File: src/design/arrt_pkg.sv
`timescale 1ns / 1ps
// ----------------------------------------------------------------------------
// arrt_pkg
// Shared types and codes for the address range region table.
// ----------------------------------------------------------------------------
package arrt_pkg;

  // Table depth default
  localparam int MAX_REGIONS_DEF = 64;

  // Field widths
  localparam int ADDR_W = 64;
  localparam int ID_W   = 6;
  localparam int ST_W   = 3;
  localparam int KIND_W = 2;

  // Request kinds
  localparam logic [KIND_W-1:0] REQ_REGISTER = 2'd0;
  localparam logic [KIND_W-1:0] REQ_RESOLVE  = 2'd1;
  localparam logic [KIND_W-1:0] REQ_READ     = 2'd2;
  localparam logic [KIND_W-1:0] REQ_UNUSED   = 2'd3;

  // Status codes
  localparam logic [ST_W-1:0] ST_OK       = 3'd0;
  localparam logic [ST_W-1:0] ST_ZERO     = 3'd1;
  localparam logic [ST_W-1:0] ST_OVERFLOW = 3'd2;
  localparam logic [ST_W-1:0] ST_OVERLAP  = 3'd3;
  localparam logic [ST_W-1:0] ST_FULL     = 3'd4;
  localparam logic [ST_W-1:0] ST_UNMAPPED = 3'd5;
  localparam logic [ST_W-1:0] ST_PARTIAL  = 3'd6;
  localparam logic [ST_W-1:0] ST_NOENTRY  = 3'd7;

  // Request transfer
  typedef struct packed {
    logic [KIND_W-1:0] req_type;
    logic [ADDR_W-1:0] address;
    logic [ADDR_W-1:0] span;
    logic [ID_W-1:0]   entry_id;
  } arrt_req_t;

  // Result transfer
  typedef struct packed {
    logic [ST_W-1:0]   status;
    logic [ID_W-1:0]   region_id;
    logic [ADDR_W-1:0] offset;
    logic [ADDR_W-1:0] region_base;
    logic [ADDR_W-1:0] region_size;
  } arrt_rsp_t;

  // Request token walking the cell chain
  typedef struct packed {
    logic [KIND_W-1:0] kind;
    logic [ADDR_W-1:0] address;
    logic [ADDR_W-1:0] span;
    logic [ADDR_W-1:0] end_addr;
    logic [ID_W-1:0]   entry_id;
    logic              done;   // outcome already decided
    logic              hit;    // resolve: some region intersects
    logic [ST_W-1:0]   status;
    logic [ID_W-1:0]   id;
    logic [ADDR_W-1:0] offset;
    logic [ADDR_W-1:0] base;
    logic [ADDR_W-1:0] size;
  } arrt_tok_t;

endpackage

File: src/design/arrt_cell.sv
`timescale 1ns / 1ps
// ----------------------------------------------------------------------------
// arrt_cell
// One table slot: holds one region and checks the passing request token
// against it, then hands the token to the next slot.
// ----------------------------------------------------------------------------
module arrt_cell #(
  parameter int IDX = 0,
  parameter int CW  = 7
) (
  input  logic               clk,
  input  logic               rst,
  input  logic [CW-1:0]      count,
  input  logic               in_valid,
  input  arrt_pkg::arrt_tok_t in_tok,
  output logic               out_valid,
  output arrt_pkg::arrt_tok_t out_tok
);
  import arrt_pkg::*;

  localparam logic [CW-1:0]   CELL_IDX = CW'(IDX);
  localparam logic [ID_W-1:0] CELL_ID  = ID_W'(IDX % (2 ** ID_W));
  localparam bit              ID_REACH = (IDX < (2 ** ID_W));

  // Stored region
  logic [ADDR_W-1:0] r_base;
  logic [ADDR_W-1:0] r_size;
  logic [ADDR_W-1:0] r_end;

  logic      occupied;
  logic      at_free;
  logic      overlap;
  logic      contain;
  logic      wr_en;
  arrt_tok_t tok_next;

  assign occupied = (CELL_IDX < count);
  assign at_free  = (CELL_IDX == count);
  assign overlap  = occupied && (in_tok.address < r_end) && (r_base < in_tok.end_addr);
  assign contain  = occupied && (in_tok.address >= r_base) && (in_tok.end_addr <= r_end);

  // Per-slot check
  always_comb begin
    tok_next = in_tok;
    wr_en    = 1'b0;
    if (in_valid && !in_tok.done) begin
      case (in_tok.kind)
        REQ_REGISTER: begin
          if (overlap) begin
            tok_next.done   = 1'b1;
            tok_next.status = ST_OVERLAP;
            tok_next.id     = CELL_ID;
          end else if (at_free) begin
            wr_en           = 1'b1;
            tok_next.done   = 1'b1;
            tok_next.status = ST_OK;
            tok_next.id     = CELL_ID;
          end
        end
        REQ_RESOLVE: begin
          if (contain) begin
            tok_next.done   = 1'b1;
            tok_next.status = ST_OK;
            tok_next.id     = CELL_ID;
            tok_next.offset = in_tok.address - r_base;
          end else if (overlap) begin
            tok_next.hit = 1'b1;
            tok_next.id  = CELL_ID;
          end
        end
        REQ_READ: begin
          if (ID_REACH && occupied && (in_tok.entry_id == CELL_ID)) begin
            tok_next.done   = 1'b1;
            tok_next.status = ST_OK;
            tok_next.base   = r_base;
            tok_next.size   = r_size;
          end
        end
        default: begin
          tok_next = in_tok;
        end
      endcase
    end
  end

  // Region storage
  always_ff @(posedge clk) begin
    if (wr_en) begin
      r_base <= in_tok.address;
      r_size <= in_tok.span;
      r_end  <= in_tok.end_addr;
    end
  end

  // Token stage
  always_ff @(posedge clk) begin
    if (rst) begin
      out_valid <= 1'b0;
    end else begin
      out_valid <= in_valid;
    end
  end

  always_ff @(posedge clk) begin
    out_tok <= tok_next;
  end

endmodule

File: config.mk
export PLATFORM = sky130hd
export DESIGN_NAME = arrt_cell
export DESIGN_NICKNAME = d
export VERILOG_FILES = /design/src/design/arrt_pkg.sv /design/src/design/arrt_cell.sv
export SDC_FILE = /design/constraint.sdc
export NUM_CORES = 1
export LEC_CHECK = 0
export ABC_AREA = 1
export BUFFER_PORTS_ARGS = -buffer_cell sky130_fd_sc_hd__buf_4
export CORE_AREA = 2 2 320 322
export DETAILED_ROUTE_END_ITERATION = 10
export DIE_AREA = 0 0 322 324
export MAX_ROUTING_LAYER = met4
export PLACE_DENSITY = 0.51
export SKIP_LAST_GASP = 1
export SLEW_MARGIN = 0
export SYNTH_ARGS = -nofsm -noshare
export SYNTH_HDL_FRONTEND = slang
export SYNTH_SLANG_ARGS = --single-unit
File: constraint.sdc
create_clock -name clk -period 44.7 [get_ports clk]
set_input_delay 8.94 -clock clk [delete_from_list [all_inputs] [get_ports clk]]
set_output_delay 8.94 -clock clk [all_outputs]
set_load 0.01 [all_outputs]
==> results.md, run 1 <==
- Status: completed
- Avg Cell Area, Syn: 9.50 um^2
- Crit share post-route: 27.6%
- Sequential area share after synthesis: 53.2%
- Beginning of the critical path: in_tok[228]
- Worst Skew: 0.0263 ns
- HP Class: reg -> reg
- PwrDens: 36.7 nW/um^2
- Setup Buffers After CTS: 0
- Clk slew on worst S/H paths: 0.06 ns
- Die footprint: 104000 um^2
- Clk Latency, worst-skew pair: 0.64 ns
- Synth top area share: 31.0%
- Count of different cell masters after synthesis: 45
- Overflow after GRT: 0
- Post-Synthesis Cells: 2743
- Count leader, synth: nand2_1
- Worst EP required: 45.27 ns
- Vias in the first global route: 21900
- Starting density of the core: 25.8%
- Pre-antenna DRT Iters: 5
- Slew @ Worst Pin: 0.985 ns
- DR vias/cell: 4.36
- Final hold vios: 0
- Die Span X: 322 um
- Layout cells sized above 1: 27.3%
- Fin. max-slew vios: 0
- Share of async-settable or async-resettable flops after synthesis: 0%
- DR DRC count: 0
- CTS tree: yes
- Global-route wire length before repair: 145 mm
- Placed cell areas: 33700 um^2
- Fin Setup TNS: 0 ns
- Post-CTS sizing: 0
- Post-synth EDFFs: 192
- Starting DRC count in detailed routing: 1112
- Antenna viol nets, final: 0
- Crit Path Class: in -> reg
- Post-synth top flop: dfxtp_1
- Largest net degree at the start of global routing: 127
- Worst setup SP type: input port
- Hold_buf cts: 0
- RSZ-0062 raised after global routing: no
- H-Tree Depth: 3
- Maximum clock frequency: 81.1 MHz
- Max cap viols: 0
- Commonest cells post-synth: 532 x nand2_1, 411 x inv_1, 404 x dfxtp_1, 258 x ha_1, 196 x nor2_1
- Longest Clk Path Bufs: 3
- Max-slew headroom: 34.1%
- Wire length per cell: 20.6 um
- Filler cells: 10500
- Num Clock Sinks: 596
- Num ports: 817
- TritonCTS buffer count: 72
- Height of the die: 324 um
- P_leak: 17.2 nW
- Core footprint: 101000 um^2
- Synth Cell Area: 26100 um^2
- Initial antenna violation count: 10
- CP Capture Type: register
- CTS Root Cell: clkbuf_16
- Gr usage total: 19.6%
- Routability Congestion: 0.949
- Synth warn: 0
- Port bufs: 816
- Setup Viol. Count Final: 0
- Leading area contributor after synthesis: dfxtp_1
- Synth Net Count: 3415
- Peak VDD IR: 0.0261 mV
- Hold_sp: r_size[24]
- Nets: 4280
- Fin crit period: 12.33 ns
- Layout area overhead: 38.3%
- Dpl hpwl: 85.5 mm
- Reg-to-Reg Start: r_end[19]
- Dominant cells by area after synthesis: dfxtp_1 31%, edfxtp_1 22%, ha_1 12%
- Worst Path Max Fanout: 82
- Final instance area: 36000 um^2
- # rows: 117
- FF+latch count, synth: 596
- Total number of vias: 21700
- Total Wirelength: 103 mm
- CP arrival: 12.90 ns
==> metal layers <==
metal  track usage, %  share of wire (%)
met1             21.9                 40
met2             35.0                 51
met3             4.65                6.6
met4             4.98                2.3
met5                -                  0
==> critical path: stages <==
cell     delay [ns]
buf_4          0.13
ha_1           0.31
nand4_1        0.28
nor4_1         0.86
nand2_1        0.11
nand2_1        0.09
nand2_1        0.05
nand2_1        0.05
nand2_1        0.09
nand4_4        0.40
buf_4          0.72
inv_1          0.44
nand2_1        0.20
nand2_1        0.07
inv_1          0.05
==> area by class of cell <==
cell class	instances	area, um^2	area share [%]
Tap cell	1309	1640	4.54
Antenna cell	9	22.5	0.0625
Timing Repair Buffer	825	6210	17.2
Sequential cell	596	13900	38.4
Multi-Input combinational cell	1702	10500	29.0
Clock buffer	99	2000	5.56
Clock inverter	32	317	0.878
Inverter	411	1540	4.28
==> path summary, 6_finish.rpt <==
kind	endpoint	slack (ns)	cells past startpoint
hold / removal	out_tok[24]	0.45	1
hold reg to reg	out_tok[24]	0.45	1
setup / recovery	out_tok[186]	32.37	15
setup reg to reg	out_tok[186]	40.42	15
==> layout by cell type (no fill, tap or decap), types with 5 or more instances in the layout <==
| cell | count |
|---|---|
| buf_4 | 824 |
| nand2_1 | 532 |
| inv_1 | 411 |
| dfxtp_1 | 404 |
| ha_1 | 258 |
| nor2_1 | 196 |
| a21oi_1 | 193 |
| edfxtp_1 | 192 |
| o21ai_0 | 145 |
| clkbuf_16 | 73 |
| nand3_1 | 72 |
| mux2_2 | 47 |
| o21ai_1 | 39 |
| xnor2_1 | 30 |
| nand4_1 | 24 |
| xor2_1 | 23 |
| nor3_1 | 19 |
| mux2_1 | 18 |
| clkbuf_1 | 18 |
| o21bai_1 | 16 |
| nor4_1 | 14 |
| o21a_1 | 11 |
| diode_2 | 9 |
| a21o_1 | 8 |
| clkbuf_8 | 8 |
| clkinv_2 | 8 |
| a21boi_0 | 7 |
| o211ai_1 | 6 |
| nand3b_1 | 5 |
| clkinv_4 | 5 |
==> registers in the layout, summed over array words and instances, names as in the netlist <==
name,flops
out_tok,403
r_base,64
r_end,64
r_size,64
out_valid,1
==> where the power goes <==
group | switching, mW | internal (mW)
combinational | 0.0848 | 0.0723
sequential | 0.00572 | 0.579
clock | 0.247 | 0.335
total | 0.337 | 0.986
==> cell families (layout without fill, tap and decap cells) <==
kind of cell / Yosys count / after routing / synth area share [%]
other cells: 0 / 9 / 0
compound gates: 439 / 439 / 9.07
buf+inv: 445 / 1367 / 6.76
xor+xnor: 53 / 53 / 1.78
mux: 65 / 65 / 2.81
fa+ha+maj: 259 / 259 / 12.5
flops: 596 / 596 / 53.2
simple gates: 886 / 886 / 14.0
==> stage by stage <==
| step | setup WS (ns) | std cells | utilization, % | power (mW) | hold slack (ns) |
|---|---|---|---|---|---|
| 2_1_floorplan | 21.27 | 2743 | - | 0.656 | 0.425 |
| 3_3_place_gp | 31.65 | 4843 | 33.4 | 0.755 | 0.427 |
| 3_5_place_dp | 31.58 | 4843 | 33.4 | 0.756 | 0.437 |
| 4_1_cts | 32.22 | 4974 | 35.7 | 1.35 | 0.451 |
| 5_1_grt | 32.02 | 4982 | 35.7 | 1.38 | 0.454 |
| 6_report | 32.37 | 4983 | 35.7 | 1.32 | 0.446 |
No activity file was read; power rests on OpenSTA's default activity.
==> run 2, diff against run 1 <==
Settings changed: PLACE_DENSITY 0.51 to 0.53.
Clock period 44.7 ns to 10.5 ns, I/O delays scaled along.
==> run 2 against run 1 <==
Against the previous run: worst setup slack got worse by 27 ns; flip-flop and latch count unchanged; combinational power increased to 4.3 times the previous value; register-to-register slack got worse by 34 ns; global-route usage about the same; critical path depth increased by 1; largest power group is now the clock network.
==> results.md, run 2 (synthesis gave the netlist of run 1 again) <==
- Peak VDD IR: 0.146 mV (was 0.0261 mV)
- Most common cell after layout, fill and taps aside: buf_4 (unchanged)
- Worst Skew: 0.0195 ns (was 0.0263 ns)
- Height of the die: 324 um (unchanged)
- RSZ-0062 raised after global routing: no (unchanged)
- Fin. max-slew vios: 0 (unchanged)
- Worst hold path cell count: 1 (unchanged)
- Gr usage total: 19.6% (about the same)
- Worst path most repeated cell: nand2_1 (unchanged)
- Internal power: 4.25 mW (was 986 uW)
- Die Span X: 322 um (unchanged)
- Total Wirelength: 103 mm (about the same)
- CP arrival: 5.55 ns (was 12.90 ns)
- Worst setup SP type: input port (unchanged)
- Antenna viol nets, final: 0 (unchanged)
- Top reg by flops: out_tok (unchanged)
- Crit share post-route: 48.0%
- Clk slew on worst S/H paths: 0.06 ns (about the same)
- CP Capture Type: register (unchanged)
- Initial antenna violation count: 11 (was 10)
- Die footprint: 104000 um^2 (unchanged)
- Combinational share of power: 11.9% (about the same)
- Clk Latency, worst-skew pair: 0.64 ns (about the same)
- Largest register FFs: 403 (unchanged)
- PwrDens: 157 nW/um^2 (was 36.7 nW/um^2)
- Dpl hpwl: 86.2 mm (was 85.5 mm)
- Nets: 4281 (was 4280)
- Setup Buffers After CTS: 0 (unchanged)
- Switching share of power: 25.1% (was 25.5%)
- Pre-antenna DRT Iters: 5 (unchanged)
- Psw: 1.42 mW (was 337 uW)
- Worst Path Max Fanout: 71 (was 82)
- CTS tree: yes (unchanged)
- Setup Viol. Count Final: 0 (unchanged)
- R2r worst-path depth: 16 (was 15)
- H-Tree Depth: 3 (unchanged)
- Largest net degree at the start of global routing: 91 (was 127)
- Layout cells sized above 1: 27.4% (was 27.3%)
- Fin Setup TNS: 0 ns (unchanged)
- Maximum clock frequency: 199 MHz
- Hold Worst Slack: 0.450 ns (was 0.446 ns)
- Routability Congestion: 0.929 (was 0.949)
- Post-CTS sizing: 0 (unchanged)
- Kind of cell adding the most delay to the critical path: simple AND/OR/NAND/NOR gates (unchanged)
- Total number of vias: 21700 (about the same)
- Starting density of the core: 25.8% (unchanged)
- DR DRC count: 0 (unchanged)
- Hold_buf cts: 0 (unchanged)
- Num Clock Sinks: 596 (unchanged)
- DR vias/cell: 4.35 (was 4.36)
- Layout area overhead: 38.6% (was 38.3%)
- Stages on worst setup path: 16 (was 15)
- Slowest stage delay, CP: 0.73 ns (was 0.86 ns)
- Most frequent cells in the layout: 825 x buf_4, 532 x nand2_1, 411 x inv_1 (was 824 x buf_4, 532 x nand2_1, 411 x inv_1)
- Status: completed (unchanged)
- Global-route wire length before repair: 144 mm (was 145 mm)
- Num ports: 817 (unchanged)
- Final hold vios: 0 (unchanged)
- Port bufs: 816 (unchanged)
- CTS Root Cell: clkbuf_16 (unchanged)
- Max cap viols: 0 (unchanged)
- Clock network power share: 44.2% (was 44.0%)
- Overflow after GRT: 0 (unchanged)
- Core footprint: 101000 um^2 (unchanged)
- HP Class: reg -> reg (unchanged)
- Register share of total power: 43.9% (was 44.1%)
- P_leak: 17.3 nW (was 17.2 nW)
- Max-slew headroom: 33.8% (was 34.1%)
- Worst EP required: 11.02 ns (was 45.27 ns)
- Slew @ Worst Pin: 0.993 ns (was 0.985 ns)
- Wire length per cell: 20.7 um (was 20.6 um)
- Starting DRC count in detailed routing: 1153 (was 1112)
- Crit path buf inv count: 3 (was 4)
- Slowest cell on crit path: buf_4 (was nor4_1)
- Crit Path Class: in -> reg (unchanged)
- Longest Clk Path Bufs: 3 (unchanged)
- TritonCTS buffer count: 73 (was 72)
- Vias in the first global route: 21500 (was 21900)
- Crit-path cells: buf_4 > ha_1 > nand2_1 > nor3_1 > nand2_1 > nand2_1 > nand2_1 > nand2_1 > nand2_1 > nand2_1 > nand2_1 > nand4_4 > buf_4 > nand2_1 > o21ai_1 > inv_1 (was buf_4 > ha_1 > nand4_1 > nor4_1 > nand2_1 > nand2_1 > nand2_1 > nand2_1 > nand2_1 > nand4_4 > buf_4 > inv_1 > nand2_1 > nand2_1 > inv_1)
- # rows: 117 (unchanged)
- Fin crit period: 5.03 ns
-- run 2: final timing paths --
check	start	to	slack, ns
max	in_tok[224]	out_tok[165]	5.47
min	r_size[58]	out_tok[58]	0.45
min reg2reg	r_size[58]	out_tok[58]	0.45
max reg2reg	r_end[15]	out_tok[165]	6.69
-- run 2: metrics by stage --
| stage | power, mW | utilization [%] | setup WS [ns] | cell area, um^2 | instances |
|---|---|---|---|---|---|
| finish | 5.67 | 35.8 | 5.47 | 36100 | 4987 |
| global route | 5.91 | 35.8 | 5.24 | 36100 | 4985 |
| CTS | 5.76 | 35.7 | 5.41 | 36100 | 4976 |
| detailed placement | 3.22 | 33.4 | 4.74 | 33700 | 4843 |
| global placement | 3.22 | 33.4 | 4.75 | 33700 | 4843 |
| floorplan | 2.79 | - | 2.80 | 26100 | 2743 |
-- run 2: power by group through the flow --
| stage | clock network (mW) | registers [mW] | logic (mW) |
|---|---|---|---|
| 3_5_place_dp | 0 | 2.54 | 0.687 |
| 3_3_place_gp | 0 | 2.54 | 0.683 |
| 6_report | 2.50 | 2.49 | 0.676 |
| 2_1_floorplan | 0 | 2.58 | 0.214 |
| 4_1_cts | 2.58 | 2.49 | 0.689 |
| 5_1_grt | 2.67 | 2.49 | 0.738 |
-- run 2: metal layers --
layer	GRT usage, %	wire, um	part of all wire (%)	vias up
met3	4.68	6440	6.2	120
met1	21.5	40700	39	10100
met5	-	0	0	-
met4	5.44	2720	2.6	0
met2	35.2	53400	52	696
li1	-	-	-	10800
-- run 2: area by class of cell --
cell class	count	area [um^2]
fill	10400	64900
sequential	596	13900
multi-input combinational	1702	10500
timing repair buffer	825	6190
clock buffer	104	2130
tap	1309	1640
inverter	411	1540
clock inverter	29	265
antenna	11	27.5
